$ cat config.mk
export PLATFORM = sky130hd
export DESIGN_NAME = aspect_fit_nearest_downscaler
export DESIGN_NICKNAME = d
export VERILOG_FILES = /design/src/design/afd_pkg.sv /design/src/design/aspect_fit_nearest_downscaler.sv /design/src/design/afd_divider.sv /design/src/design/afd_datapath.sv /design/src/design/afd_ctrl.sv
export SDC_FILE = /design/constraint.sdc
export NUM_CORES = 2
export LEC_CHECK = 0
export ABC_AREA = 0
export BUFFER_PORTS_ARGS = -buffer_cell sky130_fd_sc_hd__buf_4
export CAP_MARGIN = 20
export CORE_MARGIN = 2
export CORE_UTILIZATION = 60
export CTS_CLUSTER_DIAMETER = 50
export DETAILED_ROUTE_END_ITERATION = 7
export PLACE_DENSITY_LB_ADDON = 0.08
export REMOVE_ABC_BUFFERS = 1
export SLEW_MARGIN = 20
export SYNTH_ARGS = -nofsm -noshare
export SYNTH_HDL_FRONTEND = slang
export SYNTH_SLANG_ARGS = --single-unit
$ cat constraint.sdc
create_clock -name clk_i -period 12.19 [get_ports clk_i]
set_input_delay 1.219 -clock clk_i [delete_from_list [all_inputs] [get_ports clk_i]]
set_output_delay 1.219 -clock clk_i [all_outputs]
set_load 0.05 [all_outputs]
$ cat src/design/afd_pkg.sv
// Shared types, constants and a helper function of the aspect-fit downscaler.
package afd_pkg;

  localparam int unsigned MaxDim  = 8192;
  localparam int unsigned DimW    = 14;
  localparam int unsigned CntW    = 13;
  localparam int unsigned PixW    = 32;
  localparam int unsigned ProdW   = 2 * DimW;
  localparam int unsigned CfgIdxW = 4;
  localparam int unsigned StepW   = $clog2(ProdW);

  localparam logic [CfgIdxW-1:0] RegSrcW = CfgIdxW'(0);
  localparam logic [CfgIdxW-1:0] RegSrcH = CfgIdxW'(1);
  localparam logic [CfgIdxW-1:0] RegMaxW = CfgIdxW'(2);
  localparam logic [CfgIdxW-1:0] RegMaxH = CfgIdxW'(3);

  typedef enum logic [1:0] {
    DIV_FIT,
    DIV_COL,
    DIV_ROW
  } div_sel_e;

  typedef enum logic [3:0] {
    ST_RUN,
    ST_LATCH,
    ST_MUL,
    ST_FIT,
    ST_FIT_WAIT,
    ST_COL,
    ST_COL_WAIT,
    ST_ROW,
    ST_ROW_WAIT,
    ST_FIRST
  } state_e;

  typedef struct packed {
    logic     latch;
    logic     mul;
    logic     fit;
    logic     div_start;
    div_sel_e div_sel;
    logic     store_fit;
    logic     store_col;
    logic     store_row;
    logic     accept;
  } cmd_t;

  typedef struct packed {
    logic frame_start;
    logic out_free;
    logic need_div;
    logic div_done;
    logic div_busy;
  } status_t;

  function automatic logic [DimW-1:0] clamp_dim(input logic [DimW-1:0] v);
    logic [DimW-1:0] r;
    r = v;
    if (v == '0) begin
      r = DimW'(1);
    end else if (v > DimW'(MaxDim)) begin
      r = DimW'(MaxDim);
    end
    return r;
  endfunction

endpackage

$ cat src/design/aspect_fit_nearest_downscaler.sv
// Top level of the aspect-fit nearest-neighbour downscaler.
// Source pixels enter one word per accepted handshake on in_valid_i/in_ready_o in raster
// order; selected pixels leave on out_valid_o/out_ready_i with row and frame end marks and
// the fitted frame size. Sizes are written on the cfg channel, which is always ready, and
// are sampled when the first pixel of a frame arrives.
// At the first pixel of a frame the block runs a setup before it takes that word: it
// spots the word, latches the sizes and forms the size products, then runs up to three
// serial divisions, each giving a 28-bit quotient, for the fitted size and the column
// and row step sizes; the fitted-size division is skipped when the frame fits. Only
// then is the first word of a frame accepted.
// After setup one word is accepted per cycle while the output register is free, and a
// selected pixel appears on the output register in the cycle after its word is accepted.
// When the receiver stalls with a word held in the output register, input is held off
// until that word is taken. Reset clears all position counters and loads the default
// sizes of 1920x1080 source and 1280x720 limit; no memory needs clearing.
module aspect_fit_nearest_downscaler (
  input  logic                          clk_i,
  input  logic                          rst_ni,
  input  logic                          cfg_valid_i,
  output logic                          cfg_ready_o,
  input  logic [afd_pkg::CfgIdxW-1:0]   cfg_index_i,
  input  logic [afd_pkg::DimW-1:0]      cfg_data_i,
  input  logic                          in_valid_i,
  output logic                          in_ready_o,
  input  logic [afd_pkg::PixW-1:0]      pixel_in_i,
  output logic                          out_valid_o,
  input  logic                          out_ready_i,
  output logic [afd_pkg::PixW-1:0]      pixel_out_o,
  output logic                          row_end_o,
  output logic                          frame_end_o,
  output logic [afd_pkg::DimW-1:0]      frame_out_width_o,
  output logic [afd_pkg::DimW-1:0]      frame_out_height_o
);

  afd_pkg::cmd_t    cmd;
  afd_pkg::status_t status;

  assign cfg_ready_o = 1'b1;

  afd_ctrl u_ctrl (
    .clk_i      (clk_i),
    .rst_ni     (rst_ni),
    .in_valid_i (in_valid_i),
    .in_ready_o (in_ready_o),
    .status_i   (status),
    .cmd_o      (cmd)
  );

  afd_datapath u_dp (
    .clk_i              (clk_i),
    .rst_ni             (rst_ni),
    .cmd_i              (cmd),
    .status_o           (status),
    .cfg_valid_i        (cfg_valid_i),
    .cfg_index_i        (cfg_index_i),
    .cfg_data_i         (cfg_data_i),
    .pixel_in_i         (pixel_in_i),
    .out_valid_o        (out_valid_o),
    .out_ready_i        (out_ready_i),
    .pixel_out_o        (pixel_out_o),
    .row_end_o          (row_end_o),
    .frame_end_o        (frame_end_o),
    .frame_out_width_o  (frame_out_width_o),
    .frame_out_height_o (frame_out_height_o)
  );

  assert property (@(posedge clk_i) disable iff (!rst_ni)
    status.div_busy |-> !in_ready_o)
    else $error("pixel accepted during frame setup");

  assert property (@(posedge clk_i) disable iff (!rst_ni)
    (in_valid_i && in_ready_o) |-> (!out_valid_o || out_ready_i))
    else $error("pixel accepted while output word is stalled");

  assert property (@(posedge clk_i) disable iff (!rst_ni)
    (out_valid_o && frame_end_o) |-> row_end_o)
    else $error("frame end without row end");

  assert property (@(posedge clk_i) disable iff (!rst_ni)
    out_valid_o |-> (frame_out_width_o != '0 && frame_out_height_o != '0))
    else $error("fitted frame size is zero");

endmodule

$ cat src/design/afd_divider.sv
// Restoring serial divider, one quotient bit per cycle.
module afd_divider (
  input  logic                        clk_i,
  input  logic                        rst_ni,
  input  logic                        start_i,
  input  logic [afd_pkg::ProdW-1:0]   dividend_i,
  input  logic [afd_pkg::DimW-1:0]    divisor_i,
  output logic                        busy_o,
  output logic                        done_o,
  output logic [afd_pkg::ProdW-1:0]   quotient_o,
  output logic [afd_pkg::DimW-1:0]    remainder_o
);

  logic                        busy_q, busy_d;
  logic                        done_q, done_d;
  logic [afd_pkg::StepW-1:0]   cnt_q, cnt_d;
  logic [afd_pkg::ProdW-1:0]   quo_q, quo_d;
  logic [afd_pkg::DimW-1:0]    rem_q, rem_d;
  logic [afd_pkg::DimW-1:0]    div_q, div_d;
  logic [afd_pkg::DimW:0]      trial;
  logic                        fits;

  always_comb begin
    busy_d = busy_q;
    done_d = 1'b0;
    cnt_d  = cnt_q;
    quo_d  = quo_q;
    rem_d  = rem_q;
    div_d  = div_q;
    trial  = {rem_q, quo_q[afd_pkg::ProdW-1]};
    fits   = trial >= {1'b0, div_q};
    if (start_i) begin
      busy_d = 1'b1;
      cnt_d  = '0;
      quo_d  = dividend_i;
      rem_d  = '0;
      div_d  = divisor_i;
    end else if (busy_q) begin
      quo_d = {quo_q[afd_pkg::ProdW-2:0], fits};
      rem_d = fits ? afd_pkg::DimW'(trial - {1'b0, div_q}) : trial[afd_pkg::DimW-1:0];
      cnt_d = cnt_q + afd_pkg::StepW'(1);
      if (cnt_q == afd_pkg::StepW'(afd_pkg::ProdW - 1)) begin
        busy_d = 1'b0;
        done_d = 1'b1;
      end
    end
  end

  always_ff @(posedge clk_i or negedge rst_ni) begin
    if (!rst_ni) begin
      busy_q <= 1'b0;
      done_q <= 1'b0;
      cnt_q  <= '0;
    end else begin
      busy_q <= busy_d;
      done_q <= done_d;
      cnt_q  <= cnt_d;
    end
  end

  always_ff @(posedge clk_i) begin
    quo_q <= quo_d;
    rem_q <= rem_d;
    div_q <= div_d;
  end

  assign busy_o      = busy_q;
  assign done_o      = done_q;
  assign quotient_o  = quo_q;
  assign remainder_o = rem_q;

endmodule

$ cat src/design/afd_datapath.sv
// Datapath: registers, frame fitting arithmetic, position tracking and output word.
module afd_datapath (
  input  logic                          clk_i,
  input  logic                          rst_ni,
  input  afd_pkg::cmd_t                 cmd_i,
  output afd_pkg::status_t              status_o,
  input  logic                          cfg_valid_i,
  input  logic [afd_pkg::CfgIdxW-1:0]   cfg_index_i,
  input  logic [afd_pkg::DimW-1:0]      cfg_data_i,
  input  logic [afd_pkg::PixW-1:0]      pixel_in_i,
  output logic                          out_valid_o,
  input  logic                          out_ready_i,
  output logic [afd_pkg::PixW-1:0]      pixel_out_o,
  output logic                          row_end_o,
  output logic                          frame_end_o,
  output logic [afd_pkg::DimW-1:0]      frame_out_width_o,
  output logic [afd_pkg::DimW-1:0]      frame_out_height_o
);

  localparam int unsigned DW = afd_pkg::DimW;
  localparam int unsigned CW = afd_pkg::CntW;

  logic [DW-1:0] cfg_sw_q, cfg_sh_q, cfg_mw_q, cfg_mh_q;
  logic [DW-1:0] w_q, h_q, mw_q, mh_q;
  logic [afd_pkg::ProdW-1:0] pa_q, pb_q;
  logic [DW-1:0] fw_q, fw_d, fh_q, fh_d;
  logic [DW-1:0] qw_q, rw_q, qh_q, rh_q;
  logic [CW-1:0] src_col_q, src_col_d, src_row_q, src_row_d;
  logic [CW-1:0] dst_col_q, dst_col_d;
  logic [DW-1:0] dst_row_q, dst_row_d;
  logic [DW-1:0] colq_q, colq_d, rowq_q, rowq_d;
  logic [DW-1:0] colr_q, colr_d, rowr_q, rowr_d;
  logic          out_valid_q, out_valid_d;
  logic [afd_pkg::PixW-1:0] pix_q;
  logic          re_q, re_d, fe_q, fe_d;
  logic [DW-1:0] ofw_q, ofh_q;

  logic          limw, need_div, emit, out_free;
  logic [afd_pkg::ProdW-1:0] div_dividend;
  logic [DW-1:0] div_divisor, quot, div_rem;
  logic [afd_pkg::ProdW-1:0] quo_full;
  logic          div_busy, div_done;
  logic [DW:0]   col_sum, row_sum;
  logic [DW-1:0] dst_col_inc;

  always_ff @(posedge clk_i or negedge rst_ni) begin
    if (!rst_ni) begin
      cfg_sw_q <= DW'(1920);
      cfg_sh_q <= DW'(1080);
      cfg_mw_q <= DW'(1280);
      cfg_mh_q <= DW'(720);
    end else if (cfg_valid_i) begin
      unique case (cfg_index_i)
        afd_pkg::RegSrcW: cfg_sw_q <= cfg_data_i;
        afd_pkg::RegSrcH: cfg_sh_q <= cfg_data_i;
        afd_pkg::RegMaxW: cfg_mw_q <= cfg_data_i;
        afd_pkg::RegMaxH: cfg_mh_q <= cfg_data_i;
        default: ;
      endcase
    end
  end

  assign limw     = pa_q > pb_q;
  assign need_div = (w_q > mw_q) || (h_q > mh_q);

  always_comb begin
    unique case (cmd_i.div_sel)
      afd_pkg::DIV_COL: begin
        div_dividend = afd_pkg::ProdW'(w_q);
        div_divisor  = fw_q;
      end
      afd_pkg::DIV_ROW: begin
        div_dividend = afd_pkg::ProdW'(h_q);
        div_divisor  = fh_q;
      end
      default: begin
        div_dividend = limw ? pb_q : pa_q;
        div_divisor  = limw ? w_q : h_q;
      end
    endcase
  end

  afd_divider u_div (
    .clk_i       (clk_i),
    .rst_ni      (rst_ni),
    .start_i     (cmd_i.div_start),
    .dividend_i  (div_dividend),
    .divisor_i   (div_divisor),
    .busy_o      (div_busy),
    .done_o      (div_done),
    .quotient_o  (quo_full),
    .remainder_o (div_rem)
  );

  assign quot = (quo_full[DW-1:0] == '0) ? DW'(1) : quo_full[DW-1:0];

  always_comb begin
    fw_d = fw_q;
    fh_d = fh_q;
    if (cmd_i.fit) begin
      if (!need_div) begin
        fw_d = w_q;
        fh_d = h_q;
      end else if (limw) begin
        fw_d = mw_q;
      end else begin
        fh_d = mh_q;
      end
    end else if (cmd_i.store_fit) begin
      if (limw) begin
        fh_d = quot;
      end else begin
        fw_d = quot;
      end
    end
  end

  assign out_free = !out_valid_q || out_ready_i;
  assign emit = (dst_row_q < fh_q) && (DW'(src_row_q) == rowq_q) &&
                (DW'(src_col_q) == colq_q);
  assign dst_col_inc = DW'(dst_col_q) + DW'(1);
  assign col_sum = {1'b0, colr_q} + {1'b0, rw_q};
  assign row_sum = {1'b0, rowr_q} + {1'b0, rh_q};

  always_comb begin
    src_col_d   = src_col_q;
    src_row_d   = src_row_q;
    dst_col_d   = dst_col_q;
    dst_row_d   = dst_row_q;
    colq_d      = colq_q;
    colr_d      = colr_q;
    rowq_d      = rowq_q;
    rowr_d      = rowr_q;
    re_d        = 1'b0;
    fe_d        = 1'b0;
    out_valid_d = out_valid_q && !out_ready_i;
    if (cmd_i.latch) begin
      dst_col_d = '0;
      dst_row_d = '0;
      colq_d    = '0;
      colr_d    = '0;
      rowq_d    = '0;
      rowr_d    = '0;
    end else if (cmd_i.accept) begin
      if (emit) begin
        out_valid_d = 1'b1;
        if (dst_col_inc == fw_q) begin
          dst_col_d = '0;
          colq_d    = '0;
          colr_d    = '0;
          re_d      = 1'b1;
          dst_row_d = dst_row_q + DW'(1);
          fe_d      = (dst_row_q + DW'(1)) >= fh_q;
          if (row_sum >= {1'b0, fh_q}) begin
            rowr_d = DW'(row_sum - {1'b0, fh_q});
            rowq_d = rowq_q + qh_q + DW'(1);
          end else begin
            rowr_d = row_sum[DW-1:0];
            rowq_d = rowq_q + qh_q;
          end
        end else begin
          dst_col_d = dst_col_inc[CW-1:0];
          if (col_sum >= {1'b0, fw_q}) begin
            colr_d = DW'(col_sum - {1'b0, fw_q});
            colq_d = colq_q + qw_q + DW'(1);
          end else begin
            colr_d = col_sum[DW-1:0];
            colq_d = colq_q + qw_q;
          end
        end
      end
      if ((DW'(src_col_q) + DW'(1)) == w_q) begin
        src_col_d = '0;
        if ((DW'(src_row_q) + DW'(1)) == h_q) begin
          src_row_d = '0;
        end else begin
          src_row_d = src_row_q + CW'(1);
        end
      end else begin
        src_col_d = src_col_q + CW'(1);
      end
    end
  end

  always_ff @(posedge clk_i or negedge rst_ni) begin
    if (!rst_ni) begin
      src_col_q   <= '0;
      src_row_q   <= '0;
      dst_col_q   <= '0;
      dst_row_q   <= '0;
      colq_q      <= '0;
      colr_q      <= '0;
      rowq_q      <= '0;
      rowr_q      <= '0;
      out_valid_q <= 1'b0;
    end else begin
      src_col_q   <= src_col_d;
      src_row_q   <= src_row_d;
      dst_col_q   <= dst_col_d;
      dst_row_q   <= dst_row_d;
      colq_q      <= colq_d;
      colr_q      <= colr_d;
      rowq_q      <= rowq_d;
      rowr_q      <= rowr_d;
      out_valid_q <= out_valid_d;
    end
  end

  always_ff @(posedge clk_i) begin
    fw_q <= fw_d;
    fh_q <= fh_d;
    if (cmd_i.latch) begin
      w_q  <= afd_pkg::clamp_dim(cfg_sw_q);
      h_q  <= afd_pkg::clamp_dim(cfg_sh_q);
      mw_q <= afd_pkg::clamp_dim(cfg_mw_q);
      mh_q <= afd_pkg::clamp_dim(cfg_mh_q);
    end
    if (cmd_i.mul) begin
      pa_q <= afd_pkg::ProdW'(w_q) * afd_pkg::ProdW'(mh_q);
      pb_q <= afd_pkg::ProdW'(h_q) * afd_pkg::ProdW'(mw_q);
    end
    if (cmd_i.store_col) begin
      qw_q <= quo_full[DW-1:0];
      rw_q <= div_rem;
    end
    if (cmd_i.store_row) begin
      qh_q <= quo_full[DW-1:0];
      rh_q <= div_rem;
    end
    if (cmd_i.accept && emit) begin
      pix_q <= pixel_in_i;
      re_q  <= re_d;
      fe_q  <= fe_d;
      ofw_q <= fw_q;
      ofh_q <= fh_q;
    end
  end

  assign status_o.frame_start = (src_col_q == '0) && (src_row_q == '0);
  assign status_o.out_free    = out_free;
  assign status_o.need_div    = need_div;
  assign status_o.div_done    = div_done;
  assign status_o.div_busy    = div_busy;

  assign out_valid_o        = out_valid_q;
  assign pixel_out_o        = pix_q;
  assign row_end_o          = re_q;
  assign frame_end_o        = fe_q;
  assign frame_out_width_o  = ofw_q;
  assign frame_out_height_o = ofh_q;

endmodule

$ cat src/design/afd_ctrl.sv
// Controller state machine: frame setup sequence and pixel acceptance.
module afd_ctrl (
  input  logic              clk_i,
  input  logic              rst_ni,
  input  logic              in_valid_i,
  output logic              in_ready_o,
  input  afd_pkg::status_t  status_i,
  output afd_pkg::cmd_t     cmd_o
);

  afd_pkg::state_e state_q, state_d;

  always_ff @(posedge clk_i or negedge rst_ni) begin
    if (!rst_ni) begin
      state_q <= afd_pkg::ST_RUN;
    end else begin
      state_q <= state_d;
    end
  end

  always_comb begin
    state_d    = state_q;
    cmd_o      = '0;
    cmd_o.div_sel = afd_pkg::DIV_FIT;
    in_ready_o = 1'b0;
    unique case (state_q)
      afd_pkg::ST_RUN: begin
        in_ready_o = status_i.out_free && !status_i.frame_start;
        if (in_valid_i && status_i.frame_start) begin
          state_d = afd_pkg::ST_LATCH;
        end
      end
      afd_pkg::ST_LATCH: begin
        cmd_o.latch = 1'b1;
        state_d     = afd_pkg::ST_MUL;
      end
      afd_pkg::ST_MUL: begin
        cmd_o.mul = 1'b1;
        state_d   = afd_pkg::ST_FIT;
      end
      afd_pkg::ST_FIT: begin
        cmd_o.fit       = 1'b1;
        cmd_o.div_start = status_i.need_div;
        state_d = status_i.need_div ? afd_pkg::ST_FIT_WAIT : afd_pkg::ST_COL;
      end
      afd_pkg::ST_FIT_WAIT: begin
        if (status_i.div_done) begin
          cmd_o.store_fit = 1'b1;
          state_d         = afd_pkg::ST_COL;
        end
      end
      afd_pkg::ST_COL: begin
        cmd_o.div_start = 1'b1;
        cmd_o.div_sel   = afd_pkg::DIV_COL;
        state_d         = afd_pkg::ST_COL_WAIT;
      end
      afd_pkg::ST_COL_WAIT: begin
        if (status_i.div_done) begin
          cmd_o.store_col = 1'b1;
          state_d         = afd_pkg::ST_ROW;
        end
      end
      afd_pkg::ST_ROW: begin
        cmd_o.div_start = 1'b1;
        cmd_o.div_sel   = afd_pkg::DIV_ROW;
        state_d         = afd_pkg::ST_ROW_WAIT;
      end
      afd_pkg::ST_ROW_WAIT: begin
        if (status_i.div_done) begin
          cmd_o.store_row = 1'b1;
          state_d         = afd_pkg::ST_FIRST;
        end
      end
      afd_pkg::ST_FIRST: begin
        in_ready_o = status_i.out_free;
        if (in_valid_i && status_i.out_free) begin
          state_d = afd_pkg::ST_RUN;
        end
      end
      default: state_d = afd_pkg::ST_RUN;
    endcase
    cmd_o.accept = in_valid_i && in_ready_o;
  end

endmodule

==> reports/results.ini <==
[pwr]
power.density_nw_per_um2=98.23
combinationalPowerShare_pct=8.4
pwr-share-seq_pct=44.8
power_mw=4.438
pwr-share-clk_pct=46.8
p_int_mw=3.298
leakage_nw=20.78
sw_frac_of_total_pct=25.69
power_switching_mw=1.140
ir_worst_vdd_uv=151.8

[final_layout]
diodes=0
finish.utilization_pct=66.21
final_cell_mix=491 x inv_1, 375 x nand2_1, 375 x ha_1, 300 x edfxtp_1, 289 x fa_1
final_area_um2=45170
syn_to_final_growth_pct=9.692
drive_gt1_share_pct=8.861
layout.nets=4939
fill_cells=5546
fin_cells=5159
layout_commonest_cell=inv_1

[cts]
cts_root_buf=clkbuf_16
cts-hold-fix-buffers=0
cts_tree=done
clk_latency_ns=0.64
path_clk_slew_ns=0.06
cts.path.max_buffers=3
cts_max_level=3
cts_setup_buffers=0
cts_sinks=491
post_cts_resized=0
numCtsBuffers=70

[timing]
maxSlewHeadroom_pct=22.36
slew_viol_final=0
setup_viol=0
rsz0062_at_grt=no
fmax_ghz=0.1396
fin_crit_sh_pct=58.76
hold_viol=0
finalClockSkew_ns=0.02615
worst_pin_slew_ns=1.165
finalSetupTns_ns=0
min_period_ns=7.163

[setup_path]
critPathLaunchType=flop
r2r-end=u_dp.pb_q[26]$_DFFE_PP_
reg2regPathDepth=20
crit_arrival_ns=7.53
cp_num_buf_inv=4
cp_common_cell=fa_1
r2r-start=u_dp.h_q[5]$_SDFFCE_PP0N_
cp_slowest_cell=edfxtp_1
critPathCaptureType=flop
crit_path_cell_trace=and2_1 -> fa_1 -> inv_1 -> fa_1 -> inv_1 -> fa_1 -> fa_1 -> fa_1 -> inv_1 -> fa_1 -> inv_1 -> ha_1 -> a21o_1 -> a2111oi_0 -> a211oi_1 -> o2111ai_1 -> a31oi_1 -> o21ai_0 -> a21oi_1 -> xor2_1
path_class=flop to flop
cp_max_fo=19
max_stage_delay_ns=0.79
crit_family=adder cells
required_ns=12.56
reg2reg_slack_ns=5.03

[yosys]
seq_area_frac_synth_pct=33.35
synth_cells=4187
syn_avg_cell_area_um2=9.836
synthTopCellsByArea=edfxtp_1 22%, fa_1 14%, ha_1 11%
ys_types=89
yosysWarnings=0
yosys.area.top_type_share_pct=21.87
syn_area_um2=41180
ys_seq_elements=491
async_reset_ff_share_pct=36.05
synth_edf_count=300
synth_ff_type=edfxtp_1
yosysTopAreaCell=edfxtp_1

[min_path]
hold_depth=2
hold_class=flop to flop
hp-start=u_dp.colr_q[5]$_DFFE_PN0P_
hold_end=u_dp.colr_q[5]$_DFFE_PN0P_

[route]
drt-total-wl_um=109900
ant_nets=0
first_iter_violations=2826
via_per_inst=5.956
vias=30730
drtPass1Iterations=6
wl_per_cell_um=21.31
drcViolationCount=0

[global_routing]
grt_pass1_vias=30690
grt_overflow_total=0
grt_usage_pct=31.81
grt_max_degree=68
antenna_found_initial=0
grt_first_pass_wirelength_um=173600

[floorplanning]
core_um2=68230
dieArea_um2=70750
io-pin-count=120
start_util_pct=60.36
die_y_um=266.0
num_rows=96
die_w_um=266.0

[placed_design]
port_buffers=118
place_area_um2=42770
finalWeightedCongestion=0.9472
dp_hpwl_um=82970
place_inst=5029

[run]
drv_cap=0

[run_status]
status=finished, final reports clean

## state kept, by name, indices dropped and copies added, names as in the netlist, 28 cells and up
| name | flops |
|---|---|
| u_dp.pa_q | 28 |
| u_dp.u_div.quotient_o | 28 |
| u_dp.pixel_out_o | 32 |
| u_dp.pb_q | 28 |
## area by class of cell
| cell class | instances | area (µm²) | area share, % |
|---|---|---|---|
| clock buffer | 86 | 1863 | 4.124 |
| clock inverter | 44 | 540.5 | 1.197 |
| inverter | 495 | 1859 | 4.116 |
| multi-input combinational | 3000 | 24860 | 55.03 |
| sequential | 491 | 13740 | 30.41 |
| tap | 882 | 1104 | 2.443 |
| timing repair buffer | 161 | 1215 | 2.689 |
## worst max path at each step
| stage | start | endpoint | depth (start not counted) |
|---|---|---|---|
| floorplan | u_dp.pa_q[13]$_DFFE_PP_ | u_dp.fh_q[0]$_DFFE_PP_ | 9 |
| global placement | u_dp.h_q[5]$_SDFFCE_PP0N_ | u_dp.pb_q[26]$_DFFE_PP_ | 20 |
| detailed placement | u_dp.h_q[5]$_SDFFCE_PP0N_ | u_dp.pb_q[26]$_DFFE_PP_ | 20 |
| CTS | u_dp.w_q[5]$_SDFFCE_PP0N_ | u_dp.pa_q[26]$_DFFE_PP_ | 21 |
| global route | u_dp.w_q[5]$_SDFFCE_PP0N_ | u_dp.pa_q[26]$_DFFE_PP_ | 21 |
| finish | u_dp.h_q[5]$_SDFFCE_PP0N_ | u_dp.pb_q[26]$_DFFE_PP_ | 20 |
## power groups by stage
stage               clock (mW)  combinational, mW  sequential [mW]
finish                    2.08              0.374             1.99
global route              2.18              0.417             2.00
CTS                       2.10              0.373             1.98
detailed placement           0              0.369             2.02
global placement             0              0.362             2.02
floorplan                    0              0.278             1.96
## synthesized netlist by cell type, drive strengths merged, types with 27 or more instances
cell type and n:
nand2 375, buf 30, nand4 49, mux2i 68
nor4 44, clkbuf 171, and2 183, edfxtp 300
o21a 27, a21oi 221, mux2 55, a221oi 48
fa 289, dfrtp 163, xor2 117, nand3 61
nand2b 30, inv 495, nor2 257, a211oi 36
nor2b 75, and3 29, o21ai 178, nor3 53
ha 376, a21o 62, xnor2 141
## worst reg2reg max path: stages (launching register included)
cell	delay, ns
edfxtp_1	0.79
and2_1	0.38
fa_1	0.53
inv_1	0.05
fa_1	0.53
inv_1	0.06
fa_1	0.51
fa_1	0.52
fa_1	0.56
inv_1	0.06
fa_1	0.53
inv_1	0.04
ha_1	0.36
a21o_1	0.20
a2111oi_0	0.57
a211oi_1	0.23
o2111ai_1	0.32
a31oi_1	0.15
o21ai_0	0.25
a21oi_1	0.12
xor2_1	0.15
## per-layer routing
layer | up-vias | GRT usage, % | share of wire (%)
li1 | 14390 | - | -
met2 | 1063 | 52.08 | 48
met4 | 0 | 12.94 | 4.4
met5 | - | 0 | 0
met3 | 235 | 4.677 | 6.5
met1 | 15030 | 42.73 | 42
## cell families after synthesis
| group | synth area share, % |
|---|---|
| AOI/OAI and AO/OA | 11.28 |
| muxes | 3.157 |
| xor gates and xnor gates | 5.545 |
| buffers and inverters | 6.453 |
| DFF | 33.35 |
| adders and majority gates | 25.47 |
| and+or+nand+nor | 14.73 |
| other | 0.009106 |
## per-stage QoR
step           hold WS (ns)  setup WS (ns)
2_1_floorplan        0.4412          3.251
3_3_place_gp         0.4713          5.253
3_5_place_dp         0.4779          5.111
4_1_cts              0.4910          5.092
5_1_grt              0.5237          4.685
6_report             0.4857          5.027
(Power assumes the default switching activity.)
